## src/rtl/core/synced_trapezoid_motion_profile_macros.svh

```systemverilog
// ----------------------------------------------------------------------------
// Assertion macros for the motion profile core
// Each macro expands to a labelled concurrent assertion, or to nothing when
// ASSERT_OFF is defined.
// ----------------------------------------------------------------------------
`ifndef SYNCED_TRAPEZOID_MOTION_PROFILE_MACROS_SVH
`define SYNCED_TRAPEZOID_MOTION_PROFILE_MACROS_SVH
`ifndef ASSERT_OFF
`define STMP_ASSERT(lbl, prop) \
	lbl: assert property (@(posedge clk) disable iff (!arst_n) (prop)) \
		else $error("stmp assertion failed");
`define STMP_ASSERT_ALWAYS(lbl, prop) \
	lbl: assert property (@(posedge clk) (prop)) else $error("stmp assertion failed");
`else
`define STMP_ASSERT(lbl, prop)
`define STMP_ASSERT_ALWAYS(lbl, prop)
`endif
`endif

```

## src/rtl/core/stmp_div.sv

```systemverilog
// ----------------------------------------------------------------------------
// Restoring divider
// Unsigned 64 by 32 bit division, one quotient bit per cycle.
// ----------------------------------------------------------------------------
module stmp_div (
	input  logic        clk,
	input  logic        arst_n,
	input  logic        start,
	input  logic [63:0] num,
	input  logic [31:0] den,
	output logic        busy,
	output logic        done,
	output logic [63:0] quot
);

	logic [31:0] rem_q;
	logic [63:0] quo_q;
	logic [31:0] den_q;
	logic [5:0]  cnt_q;
	logic        busy_q;
	logic        done_q;
	logic [32:0] remsh;
	logic [32:0] rem_n;
	logic        qbit;

	always_comb begin
		remsh = {rem_q, quo_q[63]};
		qbit  = (remsh >= {1'b0, den_q});
		rem_n = qbit ? (remsh - {1'b0, den_q}) : remsh;
	end

	always_ff @(posedge clk or negedge arst_n) begin
		if (!arst_n) begin
			rem_q  <= '0;
			quo_q  <= '0;
			den_q  <= '0;
			cnt_q  <= '0;
			busy_q <= 1'b0;
			done_q <= 1'b0;
		end else begin
			done_q <= 1'b0;
			if (start) begin
				rem_q  <= '0;
				quo_q  <= num;
				den_q  <= den;
				cnt_q  <= 6'd63;
				busy_q <= 1'b1;
			end else if (busy_q) begin
				rem_q <= rem_n[31:0];
				quo_q <= {quo_q[62:0], qbit};
				if (cnt_q == 6'd0) begin
					busy_q <= 1'b0;
					done_q <= 1'b1;
				end else begin
					cnt_q <= cnt_q - 6'd1;
				end
			end
		end
	end

	assign busy = busy_q;
	assign done = done_q;
	assign quot = quo_q;

endmodule

```

## config.mk

```make
export PLATFORM = sky130hd
export DESIGN_NAME = stmp_div
export DESIGN_NICKNAME = d
export VERILOG_FILES = /design/src/rtl/core/synced_trapezoid_motion_profile_macros.svh /design/src/rtl/core/stmp_div.sv
export SDC_FILE = /design/constraint.sdc
export NUM_CORES = 1
export LEC_CHECK = 0
export ABC_AREA = 1
export BUFFER_PORTS_ARGS = -buffer_cell sky130_fd_sc_hd__buf_2
export CORE_MARGIN = 5
export CORE_UTILIZATION = 51
export DETAILED_ROUTE_END_ITERATION = 10
export PLACE_DENSITY = 0.88
export SYNTH_ARGS = -nofsm -noshare
export SYNTH_HDL_FRONTEND = slang
export SYNTH_SLANG_ARGS = --single-unit
```

## constraint.sdc

```tcl
create_clock -name clk -period 2.1 [get_ports clk]
set_input_delay 0.42 -clock clk [delete_from_list [all_inputs] [get_ports clk]]
set_output_delay 0.42 -clock clk [all_outputs]
set_load 0.05 [all_outputs]
```

Word-level counts from Yosys, hierarchy flattened
Cells that the tools add are included.
{"block": "totals", "reg_bits": 136, "out_inout_bits": 66, "wordCells": 27}
{"block": "op_classes", "n_addsub": 2, "order_cmp": 1, "n_eq_ne": 1, "muxes": 14, "n_reduce_logical": 3}
{"operator": "64-bit two-way mux", "n": 2}
{"operator": "32-bit two-way mux", "n": 3}
{"operator": "33-bit by 32-bit greater-or-equal comparator with 1-bit output", "n": 1}
{"operator": "32-bit subtractor", "n": 1}
{"operator": "6-bit two-way mux", "n": 3}
{"operator": "6-bit zero test", "n": 1}
{"operator": "1-bit two-way mux", "n": 6}
{"operator": "6-bit by 1-bit subtractor with 6-bit output, second input constant", "n": 1}
{"operator": "2-bit inequality test, second input constant", "n": 1}
{"operator": "2-bit AND reduction", "n": 1}
{"operator": "2-bit nonzero test", "n": 1}

Logic depth before layout (Yosys ltp)
{"block": "logic_depth", "word_depth": 4, "ltp_mapped": 17, "depth_no_buf": 16}

Worst setup path after synthesis
Ideal clock, no wire load.
{"block": "synth_path", "kind": "register to register", "start": "register quo_q[63], in the netlist quot[63]", "end": "register rem_q[24]", "arrival_ns": 2.186, "required_ns": 1.983, "path_slack_ns": -0.203, "stages_incl_launch_ff": 16, "synth_period_minus_slack_ns": 2.303, "cell_sequence": "dfrtp_1 inv_1 ha_1 fa_1 inv_1 nand3_1 nand3_1 nand2_1 nand2_1 nand2_1 nand3_1 nand2_1 nand2_1 nand2_1 nand3_1 nand2_1"}
{"block": "synth_between", "elab_chain_cells": 4}
{"element": "from (decl)", "line_no": "stmp_div.sv:17", "rtl": "logic [63:0] quo_q;"}
{"element": "from (signal assigned)", "line_no": "stmp_div.sv:44", "rtl": "quo_q <= num;"}
{"element": "from (signal assigned)", "line_no": "stmp_div.sv:50", "rtl": "quo_q <= {quo_q[62:0], qbit};"}
{"element": "32-bit subtractor or 33-bit by 32-bit greater-or-equal comparator with 1-bit output (tied branches)", "line_no": "stmp_div.sv:29, stmp_div.sv:28"}
{"element": "32-bit two-way mux (*)", "line_no": "stmp_div.sv:29", "rtl": "rem_n = qbit ? (remsh - {1'b0, den_q}) : remsh;"}
{"element": "32-bit two-way mux (*)", "line_no": "stmp_div.sv:48", "rtl": "end else if (busy_q) begin"}
{"element": "32-bit two-way mux (*)", "line_no": "stmp_div.sv:42", "rtl": "if (start) begin"}
{"element": "to (signal assigned)", "line_no": "stmp_div.sv:49", "rtl": "rem_q <= rem_n[31:0];"}
{"element": "to (decl)", "line_no": "stmp_div.sv:16", "rtl": "logic [31:0] rem_q;"}
Every way passes the cells marked *; elsewhere a longest branch is shown, timed or not. The select of a mux whose other input is x is not followed.
A chain may end at the register's enable or synchronous reset.

Worst setup path in the final report
{"block": "layout_path", "start": "register rem_q[11]", "end": "register rem_q[10]"}
{"block": "layout_between", "elab_chain_cells": 4}
{"element": "33-bit by 32-bit greater-or-equal comparator with 1-bit output", "line_no": "stmp_div.sv:28", "rtl": "qbit = (remsh >= {1'b0, den_q});"}
{"element": "32-bit two-way mux", "line_no": "stmp_div.sv:29"}
{"element": "32-bit two-way mux", "line_no": "stmp_div.sv:48"}
{"element": "32-bit two-way mux", "line_no": "stmp_div.sv:42"}
Every way passes these cells. The select of a mux whose other input is x is not followed.

==> results.toml <==
[clock_tree]
clk_pin_slew_ns = 0.07
cts_sinks = 136
clock_path_buffers = 2
cts_buffers = 17
clk_latency_ns = 0.44
htree_levels = 4
cts_tree = "done"
cts-root-buf = "clkbuf_16"

[final_layout]
ff_latch_area_sq_um = 3410
multi_input_area_sq_um = 4930
n_fill_cell = 1244
final_nets = 1591
final_core_util = 0.717
area_delta_synth_final_pct = 39.2
drive_gt1_frac = 0.343
diodes = 0

[critical_path]
path_cells = "ha_4, nand2_2, inv_1, nand2_1, nand3_2, nand2_1, nand2_1, inv_1, nand2_2, nand2_4, nand2_8, buf_6, nand2_2, nand2_2, nand2_2, nand2_2"
cp_slowest_stage_delay_ns = 0.44
cp_max_fo = 6
crit_top_cell = "nand2_2"
crit_type = "reg2reg"
reg2reg_depth = 16
start_kind = "flop"
cp_top_family = "simple AND/OR/NAND/NOR gates"
crit_required_ns = 2.43
cp_slowest_cell = "dfrtp_1"
worst_setup_path_end_kind = "flop"
r2r_start = "rem_q[11]"
critical_path_depth = 16
crit_buf_inv = 3
crit_path_start = "rem_q[11]"
worstPathArrival_ns = 2.47

[drt]
drt_wl_total_um = 29900
first_pass_iters = 5
via_per_inst = 5.42
antenna_left = 0
drc_errors = 0
wire_per_inst_um = 17.7
first_iter_violations = 692
via_count = 9159

[global_routing]
grt_antenna_before_repair = 0
grt_first_pass_wirelength_um = 44600
grt_overflow = 0
grt_max_degree = 81
groute.usage.overall = 0.285
grt_pass1_vias = 8954

[synthesis]
synthDistinctLibCells = 36
synthesis.instances = 1206
ys_seq_area_frac = 0.401
yosys-top-cells-area = "dfrtp_1 40%, nand2_1 19%, inv_1 9.6%"
synth.most_common_cell = "nand2_1"
synth_nets = 1340
synth_top_area_cell = "dfrtp_1"
async_flop_share = 1.00
yosys_register_bits = 136
yosys_warnings = 0
ys.flop_type = "dfrtp_1"
netlist_top_cells_count = "439 x nand2_1, 218 x inv_1, 136 x dfrtp_1, 87 x nand3_1, 47 x nor2_1"
netlist_area_sq_um = 8480
synth_top_area_frac = 0.401
syn_area_per_cell_sq_um = 7.03
synth_edf_count = 0

[hold_path]
hp-class = "in2reg"
min-delay-start = "num[54]"
hold_path_depth = 3

[sta]
finalCritPeriodShare = 1.02
fin_skew_ns = 0.0114
setup-violations-final = 17
fin_ws_ns = -0.0433
max_freq_mhz = 467
slew-limit-headroom = 0.504
worst_pin_slew_ns = 0.745
hold_viol = 0
period_minus_slack_ns = 2.14
rsz0062_at_grt = "yes"
fin_setup_tns_ns = -0.327
slew_violations = 0

[status]
violations = "negative setup slack"
status = "finished with violations"

[place]
dpl.hpwl_um = 20500
gp_congestion = 0.962
port_buffers = 164

[die]
std_cell_rows = 47
core-area_sq_um = 16500
io_pins = 165
die_y_um = 139
die_w_um = 139
die_area_sq_um = 19300
start_util = 0.515

[power]
ir_worst_vdd_v = 0.000685
power_density_nw_per_um2 = 1300
power_leakage_nw = 6.38
finalPower_mw = 15.4

[run]
drv_cap = 0
-- path summary, 6_finish.rpt --
check                             to  slack, ns
max                        rem_q[10]      -0.04
min in group asynchronous   den_q[5]       0.47
max reg2reg                rem_q[10]      -0.04
min                         quot[54]       0.18
max in group asynchronous       busy       0.96
min reg2reg                 cnt_q[2]       0.49
-- what timing repair did --
action | CTS | global route
resized for setup | 28 | 173
hold buffers | 1 | 0
endpoints found under the hold margin | 38 | 0
setup buffers | 1 | 19
pin swaps | 1 | 60
endpoints found under the setup margin | 32 | 33
gates cloned | 0 | 3
-- state kept, by name, indices dropped and copies added (netlist names) --
register	count
quot	64
den_q	32
rem_q	32
done	1
busy	1
cnt_q	6
-- layout by cell type (no fill, tap or decap), types with 3 or more instances in the layout --
cell type | netlist | routed
nand2_1 | 439 | 371
inv_1 | 218 | 193
buf_2 | 6 | 162
dfrtp_1 | 136 | 134
buf_4 | 1 | 101
nand3_1 | 87 | 66
nand2_2 | 7 | 65
o21ai_0 | 44 | 44
o221ai_1 | 41 | 41
ha_4 | 0 | 31
nor2_1 | 47 | 26
inv_2 | 2 | 26
nand3_2 | 1 | 22
clkbuf_16 | 0 | 20
nor2_2 | 2 | 17
a21oi_1 | 22 | 14
nand3b_1 | 11 | 11
nand2_4 | 2 | 11
nand4_1 | 10 | 10
xnor2_1 | 10 | 10
o211ai_1 | 10 | 10
o21ai_1 | 9 | 8
a22oi_1 | 8 | 8
a21oi_2 | 1 | 7
nor2_4 | 1 | 7
and2_1 | 6 | 6
inv_6 | 0 | 5
buf_12 | 0 | 5
xor2_1 | 4 | 3
-- layout make-up --
type / instances / share of cell area
sequential: 136 / 0.288
timing repair buffer: 274 / 0.151
clock inverter: 13 / 0.0113
multi-input combinational: 808 / 0.418
tap: 220 / 0.0233
clock buffer: 19 / 0.0384
inverter: 220 / 0.0702
-- report_power, final --
group | total, mW | internal (mW) | switching (mW)
Sequential | 3.43 | 3.04 | 0.390
Combinational | 8.88 | 3.70 | 5.18
Clock | 3.05 | 1.73 | 1.32
-- tightest hold or removal path, delay by kind of cell --
kind	cells	cell delay (ns)
simple gates	1	0.04
compound gates	1	0.05
buf+inv	1	0.07
-- per-layer routing --
layer  wire [um]  global-route usage  part of all wire  vias to the layer above
li1            -                   -                 -                     4303
met1       11300               0.353              0.38                     4268
met2       14400               0.477              0.48                      474
met3        2780              0.0645             0.093                      114
met4        1470               0.127             0.049                        0
met5           0                   0                 0                        -
-- cell families (layout without fill, tap and decap cells) --
group / Yosys count / after routing / synth area share
and+or+nand+nor: 619 / 619 / 0.304
buffers and inverters: 262 / 526 / 0.120
AOI/OAI and AO/OA: 140 / 140 / 0.108
DFF: 136 / 136 / 0.401
adders and majority gates: 35 / 35 / 0.0525
xor gates and xnor gates: 14 / 14 / 0.0145
-- per-stage QoR --
stage / std cells / hold slack (ns) / setup WS [ns] / cell area, sq um
6_report: 1690 / 0.183 / -0.0433 / 11800
3_5_place_dp: 1634 / 0.359 / -0.113 / 10100
3_3_place_gp: 1634 / 0.360 / -0.0809 / 10100
4_1_cts: 1668 / 0.182 / 0.00368 / 10900
5_1_grt: 1690 / 0.193 / -0.114 / 11800
2_1_floorplan: 1206 / 0.124 / 0.0171 / 8490
Note: power is estimated with default switching activity, not from simulation.
