### src/rtl/core/synced_trapezoid_motion_profile_macros.svh
// ----------------------------------------------------------------------------
// Assertion macros for the motion profile core
// Each macro expands to a labelled concurrent assertion, or to nothing when
// ASSERT_OFF is defined.
// ----------------------------------------------------------------------------
`ifndef SYNCED_TRAPEZOID_MOTION_PROFILE_MACROS_SVH
`define SYNCED_TRAPEZOID_MOTION_PROFILE_MACROS_SVH
`ifndef ASSERT_OFF
`define STMP_ASSERT(lbl, prop) \
	lbl: assert property (@(posedge clk) disable iff (!arst_n) (prop)) \
		else $error("stmp assertion failed");
`define STMP_ASSERT_ALWAYS(lbl, prop) \
	lbl: assert property (@(posedge clk) (prop)) else $error("stmp assertion failed");
`else
`define STMP_ASSERT(lbl, prop)
`define STMP_ASSERT_ALWAYS(lbl, prop)
`endif
`endif

### src/rtl/core/stmp_sqrt.sv
// ----------------------------------------------------------------------------
// Integer square root
// Floor square root of a 64-bit value, one result bit per cycle.
// ----------------------------------------------------------------------------
module stmp_sqrt (
	input  logic        clk,
	input  logic        arst_n,
	input  logic        start,
	input  logic [63:0] radicand,
	output logic        done,
	output logic [31:0] root
);

	logic [63:0] rad_q;
	logic [31:0] rem_q;
	logic [31:0] root_q;
	logic [4:0]  cnt_q;
	logic        busy_q;
	logic        done_q;
	logic [33:0] remsh;
	logic [33:0] trial;
	logic [33:0] rem_n;
	logic        rbit;

	always_comb begin
		remsh = {rem_q, rad_q[63:62]};
		trial = {root_q, 2'b01};
		rbit  = (remsh >= trial);
		rem_n = rbit ? (remsh - trial) : remsh;
	end

	always_ff @(posedge clk or negedge arst_n) begin
		if (!arst_n) begin
			rad_q  <= '0;
			rem_q  <= '0;
			root_q <= '0;
			cnt_q  <= '0;
			busy_q <= 1'b0;
			done_q <= 1'b0;
		end else begin
			done_q <= 1'b0;
			if (start) begin
				rad_q  <= radicand;
				rem_q  <= '0;
				root_q <= '0;
				cnt_q  <= 5'd31;
				busy_q <= 1'b1;
			end else if (busy_q) begin
				rad_q  <= {rad_q[61:0], 2'b00};
				rem_q  <= rem_n[31:0];
				root_q <= {root_q[30:0], rbit};
				if (cnt_q == 5'd0) begin
					busy_q <= 1'b0;
					done_q <= 1'b1;
				end else begin
					cnt_q <= cnt_q - 5'd1;
				end
			end
		end
	end

	assign done = done_q;
	assign root = root_q;

endmodule

### config.mk
export PLATFORM = sky130hd
export DESIGN_NAME = stmp_sqrt
export DESIGN_NICKNAME = d
export VERILOG_FILES = /design/src/rtl/core/synced_trapezoid_motion_profile_macros.svh /design/src/rtl/core/stmp_sqrt.sv
export SDC_FILE = /design/constraint.sdc
export NUM_CORES = 1
export LEC_CHECK = 0
export BUFFER_PORTS_ARGS = -buffer_cell sky130_fd_sc_hd__buf_2
export CORE_MARGIN = 4
export CORE_UTILIZATION = 45
export CTS_CLUSTER_SIZE = 40
export DETAILED_ROUTE_END_ITERATION = 12
export GPL_TIMING_DRIVEN = 0
export SETUP_SLACK_MARGIN = 0.05
export SYNTH_ARGS = -nofsm -noshare
export SYNTH_HDL_FRONTEND = slang
export SYNTH_SLANG_ARGS = --single-unit
### constraint.sdc
create_clock -name clk -period 3.7 [get_ports clk]
set_input_delay 0 -clock clk [delete_from_list [all_inputs] [get_ports clk]]
set_output_delay 0 -clock clk [all_outputs]
set_load 0.02 [all_outputs]
## Word-level counts from Yosys, hierarchy flattened

Cells that the tools add are included.

| word-level totals | value |
|---|---|
| flip-flop bits (word level) | 135 |
| input port bits | 67 |
| output and inout port bits | 33 |

| cells by class | value |
|---|---|
| add/sub/neg operators | 2 |
| magnitude comparators | 1 |
| mux-type cells | 16 |
| reduce and logical (&&, ||, !) cells | 3 |
| equal/unequal tests | 1 |

Operators by type and width:

| cell | number |
|---|---|
| 32-bit 2-to-1 mux | 5 |
| 64-bit 2-to-1 mux | 2 |
| 34-bit greater-or-equal comparator | 1 |
| 32-bit subtractor | 1 |
| 5-bit 2-to-1 mux | 3 |
| 1-bit 2-to-1 mux | 6 |
| 5-bit zero test | 1 |
| 5-bit by 1-bit subtractor with 5-bit output (second input constant) | 1 |
| 2-bit inequality test (second input constant) | 1 |
| 2-bit AND reduction | 1 |
| 2-bit nonzero test | 1 |

## Logic depth before layout (Yosys ltp)

| logic depth | value |
|---|---|
| depth after elaboration | 4 |
| gate-level depth with buffers | 13 |
| gate-level depth less buffers | 10 |

## Least setup slack after synthesis

Ideal clock, no wire load.

| path | value |
|---|---|
| kind | flip-flop to flip-flop |
| start point | reg root_q[14], in the netlist root[14] |
| end point | reg rem_q[4] |
| stages on the path, launching flop included | 14 |
| clock period less this slack | 2.726 ns |
| path slack | 0.974 ns |
| data arrival time | 2.572 ns |
| setup time | 0.155 ns |
| path through | dfrtp_1 > inv_1 > ha_1 > buf_2 > and4_1 > nand4_1 > nor3_1 > nand4_1 > or3_1 > and2_0 > clkbuf_1 > buf_2 > a221oi_1 > a311oi_1 |

| between the ends | value |
|---|---|
| longest elaborated chain between the ends | 4 |

RTL lines:

| item | line | source |
|---|---|---|
| from (decl) | stmp_sqrt.sv:16 | `logic [31:0] root_q;` |
| from (signal assigned) | stmp_sqrt.sv:51 | `root_q <= {root_q[30:0], rbit};` |
| 34-bit greater-or-equal comparator | stmp_sqrt.sv:28 | `rbit = (remsh >= trial);` |
| 32-bit 2-to-1 mux | stmp_sqrt.sv:29 | `rem_n = rbit ? (remsh - trial) : remsh;` |
| 32-bit 2-to-1 mux | stmp_sqrt.sv:48 | `end else if (busy_q) begin` |
| 32-bit 2-to-1 mux | stmp_sqrt.sv:42 | `if (start) begin` |
| to (signal assigned) | stmp_sqrt.sv:50 | `rem_q <= rem_n[31:0];` |
| to (decl) | stmp_sqrt.sv:15 | `logic [31:0] rem_q;` |

No other way between the ends. The select of a mux whose other input is x is not followed.
A chain may end at the register's enable or synchronous reset.

## Worst setup path after layout

| path | value |
|---|---|
| start point | reg root_q[0], in the netlist root[0] |
| end point | reg rem_q[18] |

| between the ends | value |
|---|---|
| longest elaborated chain between the ends | 4 |

RTL lines:

| item | line |
|---|---|
| 32-bit subtractor or 34-bit greater-or-equal comparator (tied branches) | stmp_sqrt.sv:29, stmp_sqrt.sv:28 |
| 32-bit 2-to-1 mux (*) | stmp_sqrt.sv:29 |
| 32-bit 2-to-1 mux (*) | stmp_sqrt.sv:48 |
| 32-bit 2-to-1 mux (*) | stmp_sqrt.sv:42 |

Mark *: on every way between the ends. The rest lies on a longest branch, timed or not. The select of a mux whose other input is x is not followed.

==> impl_metrics.toml <==
[route]
drcViolationCount = 0
routed_wl_mm = 22.5
ant_nets = 0
drt-wirelength-per-cell_um = 17.0
vias_per_cell = 5.52
via_count = 7281
first_pass_iters = 5
drt_iter0_markers = 437

[sta]
final-hold-violation-count = 0
report.final.slew_viol_count = 0
grt_setup_unrepaired = "no"
relSlewSlack = 0.428
worstMarginPinSlew_ps = 857
worst_slack_ps = 431
final.period_utilization = 0.883
fin_hold_ws_ps = 115
clock.fmax_mhz = 306
setup_viol = 0
skew_ps = 8.02
post-route-min-period_ps = 3270
setup_tns_ps = 0

[cells_and_area]
nFillCells = 1631
nets = 1181
drive_above_1_share = 0.143
num_antenna_cells = 0
area_growth_pct = 24.6
fin_cells = 1320

[clock_tree]
cts_tree = "yes"
cts_root_buffer = "clkbuf_16"
htreeDepth = 4
cts_inserted_buffers = 17
clockBufferDepth = 2
clk_pin_slew_ps = 60
ctsResizeCount = 0
cts.sinks = 135
clock_latency_ps = 430

[worst_setup_path]
critPathArrivalTime_ps = 3590
path_class = "reg -> reg"
worstSetupEndpointType = "flip-flop"
critPathLaunchType = "flip-flop"
cp_max_fo = 10
crit_required_ps = 4030

[die]
die_w_um = 143
dieArea_um2 = 20500
rows = 49
initial_utilization = 0.457
boundaryPins = 100
die_height_um = 143
coreArea_um2 = 18000

[logic_synthesis]
synth-edff-count = 0
synth_warnings = 0
ys_ff_latch = 135
synth.distinct_cells = 58
ys.flop_type = "dfrtp_1"
syn_inst = 895
yosysSeqAreaShare = 0.412
avgSynthCellArea_um2 = 9.17
synth_fp_nets = 998
netlist_area_um2 = 8210
async_reset_ff_frac = 1.00

[place]
dp_hpwl_mm = 15.8
gp_congestion = 0.873
placedCellCount = 1223
io_buffers = 98
place_ws_ps = 502

[global_routing]
grt_pass1_vias = 7372
grt_pass1_wl_mm = 37.3
antenna_found_initial = 0
grt_max_degree = 79
grt_overflow_total = 0
track_usage = 0.228

[run]
max_cap_viol_count = 0

[power_and_ir_drop]
powerDensity_nw_per_um2 = 678
p_leak_nw = 5.23
design_power_total_mw = 6.94
peakVddDrop_v = 0.000453

[worst_hold_path]
hold_path_class = "in -> async"

[status]
status = "finished clean"
## what timing repair did
action                                 4_1_cts  5_1_grt
endpoints found under the hold margin      121        0
hold buffers                                65        0
buffers inserted                             0        0
## layout make-up
cell class | instances | area (um^2) | area share
tap | 229 | 287 | 0.0280
timing repair buffer | 164 | 1170 | 0.115
sequential | 135 | 3380 | 0.330
inverter | 43 | 161 | 0.0158
buffer | 60 | 256 | 0.0251
multi-input combinational | 657 | 4410 | 0.431
clock inverter | 15 | 131 | 0.0128
clock buffer | 17 | 425 | 0.0416
## state kept, by name, summed over array words and instances, names as in the netlist
name and flops:
busy_q 1, rem_q 32, root 32, cnt_q 5, rad_q 64, done 1
## through the flow
| stage | util | area (um^2) |
|---|---|---|
| floorplan | - | 8210 |
| finish | 0.569 | 10200 |
| CTS | 0.569 | 10200 |
| global placement | 0.500 | 8980 |
| detailed placement | 0.502 | 9020 |
| global route | 0.569 | 10200 |
## critical path, stage by stage, from the launching register on
cell	delay, ps
dfrtp_1	430
inv_1	70
ha_1	340
nor2b_1	160
o31ai_2	390
a211oi_2	180
nor2_2	310
o31ai_4	120
o221ai_2	220
clkbuf_1	480
nand3_1	170
a311oi_1	290
## kinds of logic after synthesis
family,after synthesis,share of synthesized area
compound gates,230,0.185
simple gates,267,0.151
xor+xnor,30,0.0320
fa+ha+maj,36,0.0549
flops,135,0.412
buf+inv,103,0.0509
mux,94,0.115
## cell usage in the layout (no fill, tap or decap), types with 5 or more instances in the layout
| master | Yosys | final |
|---|---|---|
| nand4_1 | 12 | 12 |
| buf_1 | 7 | 7 |
| inv_1 | 43 | 43 |
| o21ai_1 | 18 | 18 |
| clkbuf_1 | 43 | 43 |
| nand3_1 | 29 | 29 |
| dlygate4sd3_1 | 0 | 65 |
| o21ai_0 | 85 | 85 |
| nor2_1 | 80 | 80 |
| a21o_1 | 21 | 21 |
| or3_1 | 6 | 6 |
| dfrtp_1 | 135 | 135 |
| mux2i_1 | 94 | 94 |
| inv_6 | 0 | 7 |
| nand2b_1 | 12 | 12 |
| o211ai_1 | 7 | 7 |
| nor3_1 | 9 | 9 |
| nand2_1 | 83 | 83 |
| clkbuf_16 | 0 | 17 |
| nor2b_1 | 7 | 7 |
| ha_1 | 36 | 36 |
| a311oi_1 | 19 | 19 |
| xnor2_1 | 15 | 15 |
| buf_2 | 7 | 104 |
| and3_1 | 5 | 5 |
| xor2_1 | 15 | 15 |
| a211oi_1 | 8 | 8 |
| nor4_1 | 6 | 6 |
| a21oi_1 | 25 | 25 |
## power by group
part           internal, mW  switching (mW)  total, mW
Combinational          1.43            2.06       3.48
Sequential             1.67           0.161       1.83
Clock                 0.883           0.738       1.62
Total                  3.98            2.96       6.94
## cell usage after synthesis (8+ instances only)
| library cell | instances | area share |
|---|---|---|
| ha_1 | 36 | 0.055 |
| nor2_1 | 80 | 0.037 |
| o21ai_1 | 18 | 0.011 |
| a311oi_1 | 19 | 0.020 |
| nand2b_1 | 12 | 0.0091 |
| mux2i_1 | 94 | 0.11 |
| inv_1 | 43 | 0.020 |
| xor2_1 | 15 | 0.016 |
| nand4_1 | 12 | 0.0091 |
| nand3_1 | 29 | 0.018 |
| nor3_1 | 9 | 0.0055 |
| o21ai_0 | 85 | 0.052 |
| xnor2_1 | 15 | 0.016 |
| clkbuf_1 | 43 | 0.020 |
| a21o_1 | 21 | 0.019 |
| dfrtp_1 | 135 | 0.41 |
| nand2_1 | 83 | 0.038 |
| a211oi_1 | 8 | 0.0073 |
| a21oi_1 | 25 | 0.015 |
## layer usage
| metal | vias to the layer above | GRT usage | share of wire |
|---|---|---|---|
| li1 | 3584 | - | - |
| met1 | 3479 | 0.300 | 0.45 |
| met2 | 191 | 0.385 | 0.49 |
| met3 | 27 | 0.0459 | 0.049 |
| met4 | 0 | 0.0635 | 0.015 |
| met5 | - | 0 | 0 |
## final timing paths
kind                            startpoint   endpoint  slack [ps]  depth (start not counted)
worst min register to register    cnt_q[1]   cnt_q[1]         520                          1
worst min-delay path                arst_n   root[17]         110                          2
worst max-delay path               root[0]  rem_q[18]         430                         11
min in group clk                     start   rem_q[0]         250                          3
worst max register to register     root[0]  rem_q[18]         430                         11
max in group asynchronous           arst_n    root[2]        2770                          3
Note: power is estimated with default switching activity, not from simulation.
