### src/rtl/core/synced_trapezoid_motion_profile_macros.svh
// ----------------------------------------------------------------------------
// Assertion macros for the motion profile core
// Each macro expands to a labelled concurrent assertion, or to nothing when
// ASSERT_OFF is defined.
// ----------------------------------------------------------------------------
`ifndef SYNCED_TRAPEZOID_MOTION_PROFILE_MACROS_SVH
`define SYNCED_TRAPEZOID_MOTION_PROFILE_MACROS_SVH
`ifndef ASSERT_OFF
`define STMP_ASSERT(lbl, prop) \
	lbl: assert property (@(posedge clk) disable iff (!arst_n) (prop)) \
		else $error("stmp assertion failed");
`define STMP_ASSERT_ALWAYS(lbl, prop) \
	lbl: assert property (@(posedge clk) (prop)) else $error("stmp assertion failed");
`else
`define STMP_ASSERT(lbl, prop)
`define STMP_ASSERT_ALWAYS(lbl, prop)
`endif
`endif

### src/rtl/core/stmp_pkg.sv
// ----------------------------------------------------------------------------
// Motion profile package
// Shared constants, types and saturation helpers.
// ----------------------------------------------------------------------------
package stmp_pkg;

	localparam int MAX_JOINTS = 8;
	localparam int JIDX_W     = 3;
	localparam int JCNT_W     = 4;
	localparam int FRAC_BITS  = 16;
	localparam int TDATA_W    = 72;

	localparam logic [31:0] TIME_MAX    = 32'hFFFF_FFFE;
	localparam logic [31:0] ELAPSED_MAX = 32'hFFFF_FFFF;
	localparam logic [40:0] WIDE_CAP    = 41'h100_0000_0000;

	localparam logic [1:0] REG_VLIM = 2'd0;
	localparam logic [1:0] REG_ALIM = 2'd1;
	localparam logic [1:0] REG_TICK = 2'd2;
	localparam logic [1:0] REG_JCNT = 2'd3;

	localparam logic [1:0] SEG_ACC = 2'd0;
	localparam logic [1:0] SEG_CRU = 2'd1;
	localparam logic [1:0] SEG_DEC = 2'd2;
	localparam logic [1:0] SEG_END = 2'd3;

	typedef struct packed {
		logic              we;
		logic [JIDX_W-1:0] addr;
		logic [63:0]       data;
	} mem_wr_t;

	function automatic logic [31:0] sat_time(input logic [65:0] x);
		return (x > 66'(TIME_MAX)) ? TIME_MAX : x[31:0];
	endfunction

	function automatic logic [40:0] sat_wide(input logic [73:0] x);
		return (x > 74'(WIDE_CAP)) ? WIDE_CAP : x[40:0];
	endfunction

	function automatic logic [31:0] abs_diff(input logic [31:0] a, input logic [31:0] b);
		logic [32:0] d;
		logic [32:0] nd;
		d  = {b[31], b} - {a[31], a};
		nd = -d;
		return d[32] ? nd[31:0] : d[31:0];
	endfunction

	function automatic logic [31:0] clamp32(input logic signed [43:0] x);
		logic [31:0] r;
		if (x > 44'sd2147483647) begin
			r = 32'h7FFF_FFFF;
		end else if (x < -44'sd2147483648) begin
			r = 32'h8000_0000;
		end else begin
			r = x[31:0];
		end
		return r;
	endfunction

endpackage

### src/rtl/core/stmp_jstore.sv
// ----------------------------------------------------------------------------
// Joint store
// Two synchronous memories, endpoint angles and profile terms, with one
// registered read port each and valid bits that make unwritten entries zero.
// ----------------------------------------------------------------------------
module stmp_jstore (
	input  logic                          clk,
	input  logic                          arst_n,
	input  stmp_pkg::mem_wr_t             ang_wr,
	input  stmp_pkg::mem_wr_t             prof_wr,
	input  logic                          prof_clr,
	input  logic [stmp_pkg::JIDX_W-1:0]   raddr,
	output logic [63:0]                   ang_rdata,
	output logic [63:0]                   prof_rdata
);

	logic [63:0] ang_mem [stmp_pkg::MAX_JOINTS];
	logic [63:0] prof_mem [stmp_pkg::MAX_JOINTS];
	logic [stmp_pkg::MAX_JOINTS-1:0] ang_vld_q;
	logic [stmp_pkg::MAX_JOINTS-1:0] prof_vld_q;
	logic [63:0] ang_rd_s1;
	logic [63:0] prof_rd_s1;
	logic        ang_vld_s1;
	logic        prof_vld_s1;

	always_ff @(posedge clk) begin
		if (ang_wr.we) begin
			ang_mem[ang_wr.addr] <= ang_wr.data;
		end
		if (prof_wr.we) begin
			prof_mem[prof_wr.addr] <= prof_wr.data;
		end
		ang_rd_s1  <= ang_mem[raddr];
		prof_rd_s1 <= prof_mem[raddr];
	end

	always_ff @(posedge clk or negedge arst_n) begin
		if (!arst_n) begin
			ang_vld_q   <= '0;
			prof_vld_q  <= '0;
			ang_vld_s1  <= 1'b0;
			prof_vld_s1 <= 1'b0;
		end else begin
			if (ang_wr.we) begin
				ang_vld_q[ang_wr.addr] <= 1'b1;
			end
			if (prof_clr) begin
				prof_vld_q <= '0;
			end else if (prof_wr.we) begin
				prof_vld_q[prof_wr.addr] <= 1'b1;
			end
			ang_vld_s1  <= ang_vld_q[raddr];
			prof_vld_s1 <= prof_vld_q[raddr];
		end
	end

	assign ang_rdata  = ang_vld_s1 ? ang_rd_s1 : '0;
	assign prof_rdata = prof_vld_s1 ? prof_rd_s1 : '0;

endmodule

### config.mk
export PLATFORM = sky130hd
export DESIGN_NAME = stmp_jstore
export DESIGN_NICKNAME = d
export VERILOG_FILES = /design/src/rtl/core/synced_trapezoid_motion_profile_macros.svh /design/src/rtl/core/stmp_pkg.sv /design/src/rtl/core/stmp_jstore.sv
export SDC_FILE = /design/constraint.sdc
export NUM_CORES = 1
export LEC_CHECK = 0
export BUFFER_PORTS_ARGS = -buffer_cell sky130_fd_sc_hd__buf_2
export CAP_MARGIN = 0
export CORE_ASPECT_RATIO = 0.6
export CORE_MARGIN = 1
export CORE_UTILIZATION = 25
export DETAILED_ROUTE_END_ITERATION = 8
export SYNTH_ARGS = -nofsm -noshare
export SYNTH_HDL_FRONTEND = slang
export SYNTH_SLANG_ARGS = --single-unit
export TNS_END_PERCENT = 10
### constraint.sdc
create_clock -name clk -period 2.04 [get_ports clk]
set_input_delay 0.306 -clock clk [delete_from_list [all_inputs] [get_ports clk]]
set_output_delay 0.306 -clock clk [all_outputs]
set_load 0.02 [all_outputs]
## Word-level counts from Yosys, hierarchy flattened

Memory sizes are Yosys's and may differ from the RTL's. A register that Yosys moved wholly into a read port is not among the register bits.
Index checks and enable logic that the tools add are counted.

- Order comparisons: 5
- Muxes and demuxes: 16
- Bitwise gates (word level): 2
- Reduce and logical (&&, ||, !) cells: 3

Operator list:

| kind | count |
|---|---|
| $mux W64 | 2 |
| $mux W8 | 2 |
| $or A8 B8 Y8 | 2 |
| $lt A3 B4 Y1 const B | 3 |
| $mux W1 | 8 |
| $bmux W1 S3 | 2 |
| $demux W1 S3 | 2 |
| $ge A3 B1 Y1 const B | 2 |
| $logic_and A1 B1 Y1 | 2 |
| $reduce_bool A2 Y1 | 1 |

- Register bits: 18
- RAM bits: 1024
- Memories: 2

Memory list:

| name | depth | bits a word | read ports | clocked after memory_dff | wr ports | RTL line | text |
|---|---|---|---|---|---|---|---|
| ang_mem | 8 | 64 | 1 | 1 | 1 | stmp_jstore.sv:17 | `logic [63:0] ang_mem [stmp_pkg::MAX_JOINTS];` |
| prof_mem | 8 | 64 | 1 | 1 | 1 | stmp_jstore.sv:18 | `logic [63:0] prof_mem [stmp_pkg::MAX_JOINTS];` |

## Longest topological paths before layout

- Word-level depth: 7
- Mapped depth: 5
- Depth with buffers taken out: 2

## Worst setup path after synthesis

Ideal clock, no wire load.

- Path kind: input-to-reg
- Start point: in ang_wr[66] in the netlist's numbering
- End point: reg ang_vld_q[0] in the netlist's numbering
- Setup time: 0.106 ns
- Data arrival time: 7.886 ns
- Slack: -5.952 ns
- Stages: 3
- Path buffers: 1
- Cell sequence: clkbuf_1 -> nor4b_1 -> or2_2

- Cells in the longest elaborated chain, start to end: 5
- Elaborated cells between the ends (all ways): 6

Ends and longest elaborated chain:

| what | RTL line | text |
|---|---|---|
| from (decl) | stmp_jstore.sv:9 | `input stmp_pkg::mem_wr_t ang_wr,` |
| $lt A3 B4 Y1 (implied by the code) / $ge A3 B1 Y1 (equally long branches) | stmp_jstore.sv:45 | `ang_vld_q[ang_wr.addr] <= 1'b1;` |
| $logic_and A1 B1 Y1 (implied by the code) | stmp_jstore.sv:45 |  |
| $mux W1 (implied by the code) | stmp_jstore.sv:45 |  |
| $demux W1 S3 * | stmp_jstore.sv:45 |  |
| $or A8 B8 Y8 (no line) * | n/a |  |
| to (signal assigned) | stmp_jstore.sv:39 | `ang_vld_q <= '0;` |
| to (signal, indexed assignment) | stmp_jstore.sv:45 |  |
| to (decl) | stmp_jstore.sv:19 | `logic [stmp_pkg::MAX_JOINTS-1:0] ang_vld_q;` |

Mark *: on every way between the ends. The rest lies on a longest branch, timed or not.
A chain may end at the register's enable or synchronous reset.

## Worst setup path after layout

- Start point: reg ang_vld_s1
- End point: out ang_rdata[44]

- Cells in the longest elaborated chain, start to end: 1

Ends and longest elaborated chain:

| what | RTL line | text |
|---|---|---|
| from (decl) | stmp_jstore.sv:23 | `logic ang_vld_s1;` |
| from (signal assigned) | stmp_jstore.sv:52 | `ang_vld_s1 <= ang_vld_q[raddr];` |
| $mux W64 | stmp_jstore.sv:57 | `assign ang_rdata = ang_vld_s1 ? ang_rd_s1 : '0;` |
| to (decl) | stmp_jstore.sv:13 | `output logic [63:0] ang_rdata,` |

Every way passes these cells.

==> impl_summary.md <==
Run status
The flow ran to the end, but the final reports show violations. The final reports fail on negative setup slack.

Floorplanning
The core footprint is 0.1704 mm2. In this run the count of I/O pins placed on the die edge is 270. The floorplan step defined a die boundary enclosing 0.1740 mm2.

The die is 537.8 um wide. The floorplan die height is 323.5 um. The number of rows created at floorplan is 117. The initial cell density of the core is 25.28%.

Logic synthesis
Synthesis instantiated 27 different standard cells from the library. The post-synthesis sequential element count is 1170. Sequential cells were found to cover between 70% and 80% of the synthesized design area.

The post-synthesis net count is about 2.0k. The cell count after synthesis came out at approximately 1.8k. The mean instance size in the synthesized netlist is 23.53 um2.

Yosys printed 0 warnings. The synthesized area is ~0.043 mm2.

Global routing
The first-pass GRT wire length is approximately 150000 um. The overall global routing resource usage is a little under an eighth. The number of antenna violations at the first check in global routing is 9.

The pin count of the biggest net entering global routing is 50. The final global-route overflow total is 0. The number of global-route vias before repair came to 21.20k.

Clocking
The number of buffers added by the clock tree synthesis step is 110. The tree is rooted in a sky130_fd_sc_hd__clkbuf_16. After clock tree synthesis, the clock-pin slew on the worst setup and hold paths is 0.06 ns. The number of clock sinks is ~1.2k. At the later pin of the worst-skew pair, clock insertion delay measures ~0.72 ns. The clock passes through at most 3 buffers. The clock tree synthesis step divided the H-tree into 3 levels.

The TritonCTS clock tree is yes.

Finish
The finished cells cover around 0.055 mm2. The finished layout holds between 4k and 5k standard cells, fillers aside. The share of final-layout standard cells stronger than drive strength 1 is about two fifths. The final layout contains 2627 nets. Relative to the synthesized area, the layout overhead comes to 27.69%.

Critical path
Along the worst path, the maximum fanout reaches 5. The data required time at the worst endpoint is around 1.7 ns. The type of destination of the critical path is an output pin. The flop-to-flop setup slack is ~0.73 ns.

The reg-to-reg critical path startpoint is ang_mem[1][3]. Data arrives at the worst endpoint at 1.90 ns. The sort of element at the start of the critical path is a register.

For the worst flop-to-flop path, the logic depth is 2. The critical path is of the reg -> out type. The endpoint identified for the worst register-to-register timing path is ang_rd_s1[3].

Timing
Setup repair after global routing could not meet its margin everywhere. In the finished design, the share of the clock period the worst path needs comes to 108.3%. The number of setup violations in the final report is 121.

The actual transition at the worst max-transition pin is ~0.86 ns. The time the worst path needs with I/O delays and setup is between 2 and 2.5 ns. The worst setup slack after layout is -0.1701 ns. The final number of max-transition violations is 0.

Based on the critical path, the design can be clocked at up to between 400 and 500 MHz. The final number of hold-violating endpoints is 0. The worst hold slack after final layout is 0.1226 ns.

The worst slew slack as a fraction of its limit is between 40% and 50%. The worst-case clock skew is 0.01645 ns. The setup total negative slack is -12.45 ns.

Worst hold path
The hold path startpoint is raddr[2]. Along the worst hold path, the cell count comes to 3. The worst hold path class is in -> reg. The worst-case hold path end point is prof_rd_s1[18].

Placement
The total cell area at the placement stage is about 0.05 mm2. The wire-length estimate of the detail-placed layout is approximately 67000 um. Routability-driven placement finished with a final weighted congestion of 0.7227. The post-placement cell count is around 4.5k. The count of port buffers added during placement is 269.

Power and ir drop
For this design the static power due to leakage is approximately 0.019 uW. The total power of the final layout is roughly 52000 uW. IR analysis of the VDD net gives a maximum drop of a little under 0.7 mV. The power density of the placed cells is ~950 mW/mm2.

Drt
The violation count after the first detailed-routing iteration is roughly 1.6k. The routed wire length is ~100000 um. The routed via count divided by cell count is between 4 and 5. Once detail routing completed, the nets flagged for antenna violations numbered 0.

Detailed routing inserted a total of about 20k vias. In the final routed layout, each cell accounts on average for 21.18 um. The first TritonRoute pass finished after 5 iterations. After detailed routing, the number of remaining DRC violations is 0.

Flow run
The number of violations of the max-capacitance limit is 0.
-- metrics by stage --
step / setup WS, ns / utilization, %
5_1_grt: -0.2831 / 32.27
4_1_cts: -0.3080 / 32.11
3_5_place_dp: 0.07406 / 28.98
6_report: -0.1701 / 32.28
2_1_floorplan: -1.052 / -
3_3_place_gp: 0.06982 / 28.98
-- cell families (layout without fill, tap and decap cells) --
| kind of cell | after synthesis | after routing | share of synthesized area, % |
|---|---|---|---|
| other cells | 0 | 4 | 0 |
| mux | 390 | 390 | 17.48 |
| buf+inv | 105 | 857 | 1.668 |
| flops | 1170 | 1170 | 78.39 |
| simple gates | 152 | 152 | 2.246 |
| compound gates | 13 | 13 | 0.2121 |
-- synthesized netlist by cell type (all sizes together) --
| library cell | instances | area [um2] |
|---|---|---|
| edfxtp | 1024 | 30750 |
| a41o | 4 | 40.04 |
| buf | 47 | 500.5 |
| o21bai | 1 | 7.510 |
| a41oi | 1 | 8.760 |
| mux4 | 260 | 6066 |
| nor4b | 1 | 8.760 |
| mux2 | 130 | 1464 |
| dfrtp | 18 | 450.4 |
| nand4b | 3 | 26.28 |
| clkbuf | 41 | 153.9 |
| a21oi | 7 | 35.03 |
| dfxtp | 128 | 2562 |
| nor3b | 1 | 7.510 |
| nor2 | 3 | 11.26 |
| or4b | 1 | 10.01 |
| inv | 17 | 63.81 |
| nor3 | 3 | 15.01 |
| nor4bb | 2 | 20.02 |
| or2 | 3 | 18.77 |
| and2 | 128 | 800.8 |
| nand2 | 4 | 15.01 |
| nand4bb | 3 | 33.78 |
-- layer usage --
metal | part of all wire (%) | global-route usage, % | vias to the layer above
li1 | - | - | 8933
met1 | 50 | 17.70 | 10920
met2 | 44 | 16.67 | 430
met3 | 4.8 | 2.657 | 134
met4 | 1.7 | 2.677 | 8
met5 | 0.053 | 0 | -
-- worst max path at each step --
stage,start,endpoint,slack (ns),cells after the start
finish,ang_vld_s1,ang_rdata[44],-0.17,4
global route,ang_vld_s1,ang_rdata[47],-0.28,4
CTS,ang_vld_s1,ang_rdata[3],-0.31,3
detailed placement,ang_wr[64],ang_mem[1][41],0.07,5
global placement,prof_wr[66],prof_mem[0][60],0.07,5
floorplan,ang_wr[65],ang_mem[2][0],-1.05,2
-- placed cells by master (no fill, tap or decap), types with 41 or more instances in the layout --
cell type	netlist	final
sky130_fd_sc_hd__edfxtp_1	1024	1024
sky130_fd_sc_hd__buf_2	9	224
sky130_fd_sc_hd__mux4_2	204	204
sky130_fd_sc_hd__buf_4	0	149
sky130_fd_sc_hd__dlygate4sd3_1	0	141
sky130_fd_sc_hd__mux2_2	130	130
sky130_fd_sc_hd__dfxtp_1	128	128
sky130_fd_sc_hd__clkbuf_16	0	117
sky130_fd_sc_hd__and2_1	128	87
sky130_fd_sc_hd__buf_12	16	81
sky130_fd_sc_hd__mux4_1	56	56
sky130_fd_sc_hd__and2_4	0	41
-- critical path, cell delays in order (launching register included) --
cell	delay [ns]
sky130_fd_sc_hd__dfrtp_4	0.55
sky130_fd_sc_hd__buf_12	0.18
sky130_fd_sc_hd__buf_4	0.14
sky130_fd_sc_hd__and2_1	0.17
sky130_fd_sc_hd__buf_6	0.14
-- report_power, final --
| group | total (uW) | internal (uW) | switching, uW |
|---|---|---|---|
| logic | 3770 | 1880 | 1890 |
| clock network | 21300 | 12200 | 9110 |
| registers | 27300 | 27000 | 277 |
| total | 52300 | 41000 | 11300 |
-- timing repair --
action	CTS	global route
endpoints found under the setup margin	128	128
setup buffers	1	1
pin swaps	1	2
hold endpoints to repair	1063	0
cloned	0	2
gates resized for setup	45	79
hold buffers	141	0
-- flip-flops by register name, indices dropped and copies added (netlist names) --
register / cells
prof_vld_s1: 1
prof_vld_q: 8
ang_rd_s1: 64
ang_vld_q: 8
ang_vld_s1: 1
prof_mem: 512
ang_mem: 512
prof_rd_s1: 64
-- area by class of cell --
| class | count | area, um2 |
|---|---|---|
| Fill cell | 16180 | 115400 |
| Tap cell | 2261 | 2829 |
| Antenna cell | 4 | 10.01 |
| Clock buffer | 159 | 3253 |
| Clock inverter | 50 | 535.5 |
| Sequential cell | 1170 | 33770 |
| Timing Repair Buffer | 631 | 5733 |
| Inverter | 17 | 72.57 |
| Multi-Input combinational cell | 555 | 8796 |
Note: power is estimated with default switching activity, not from simulation.
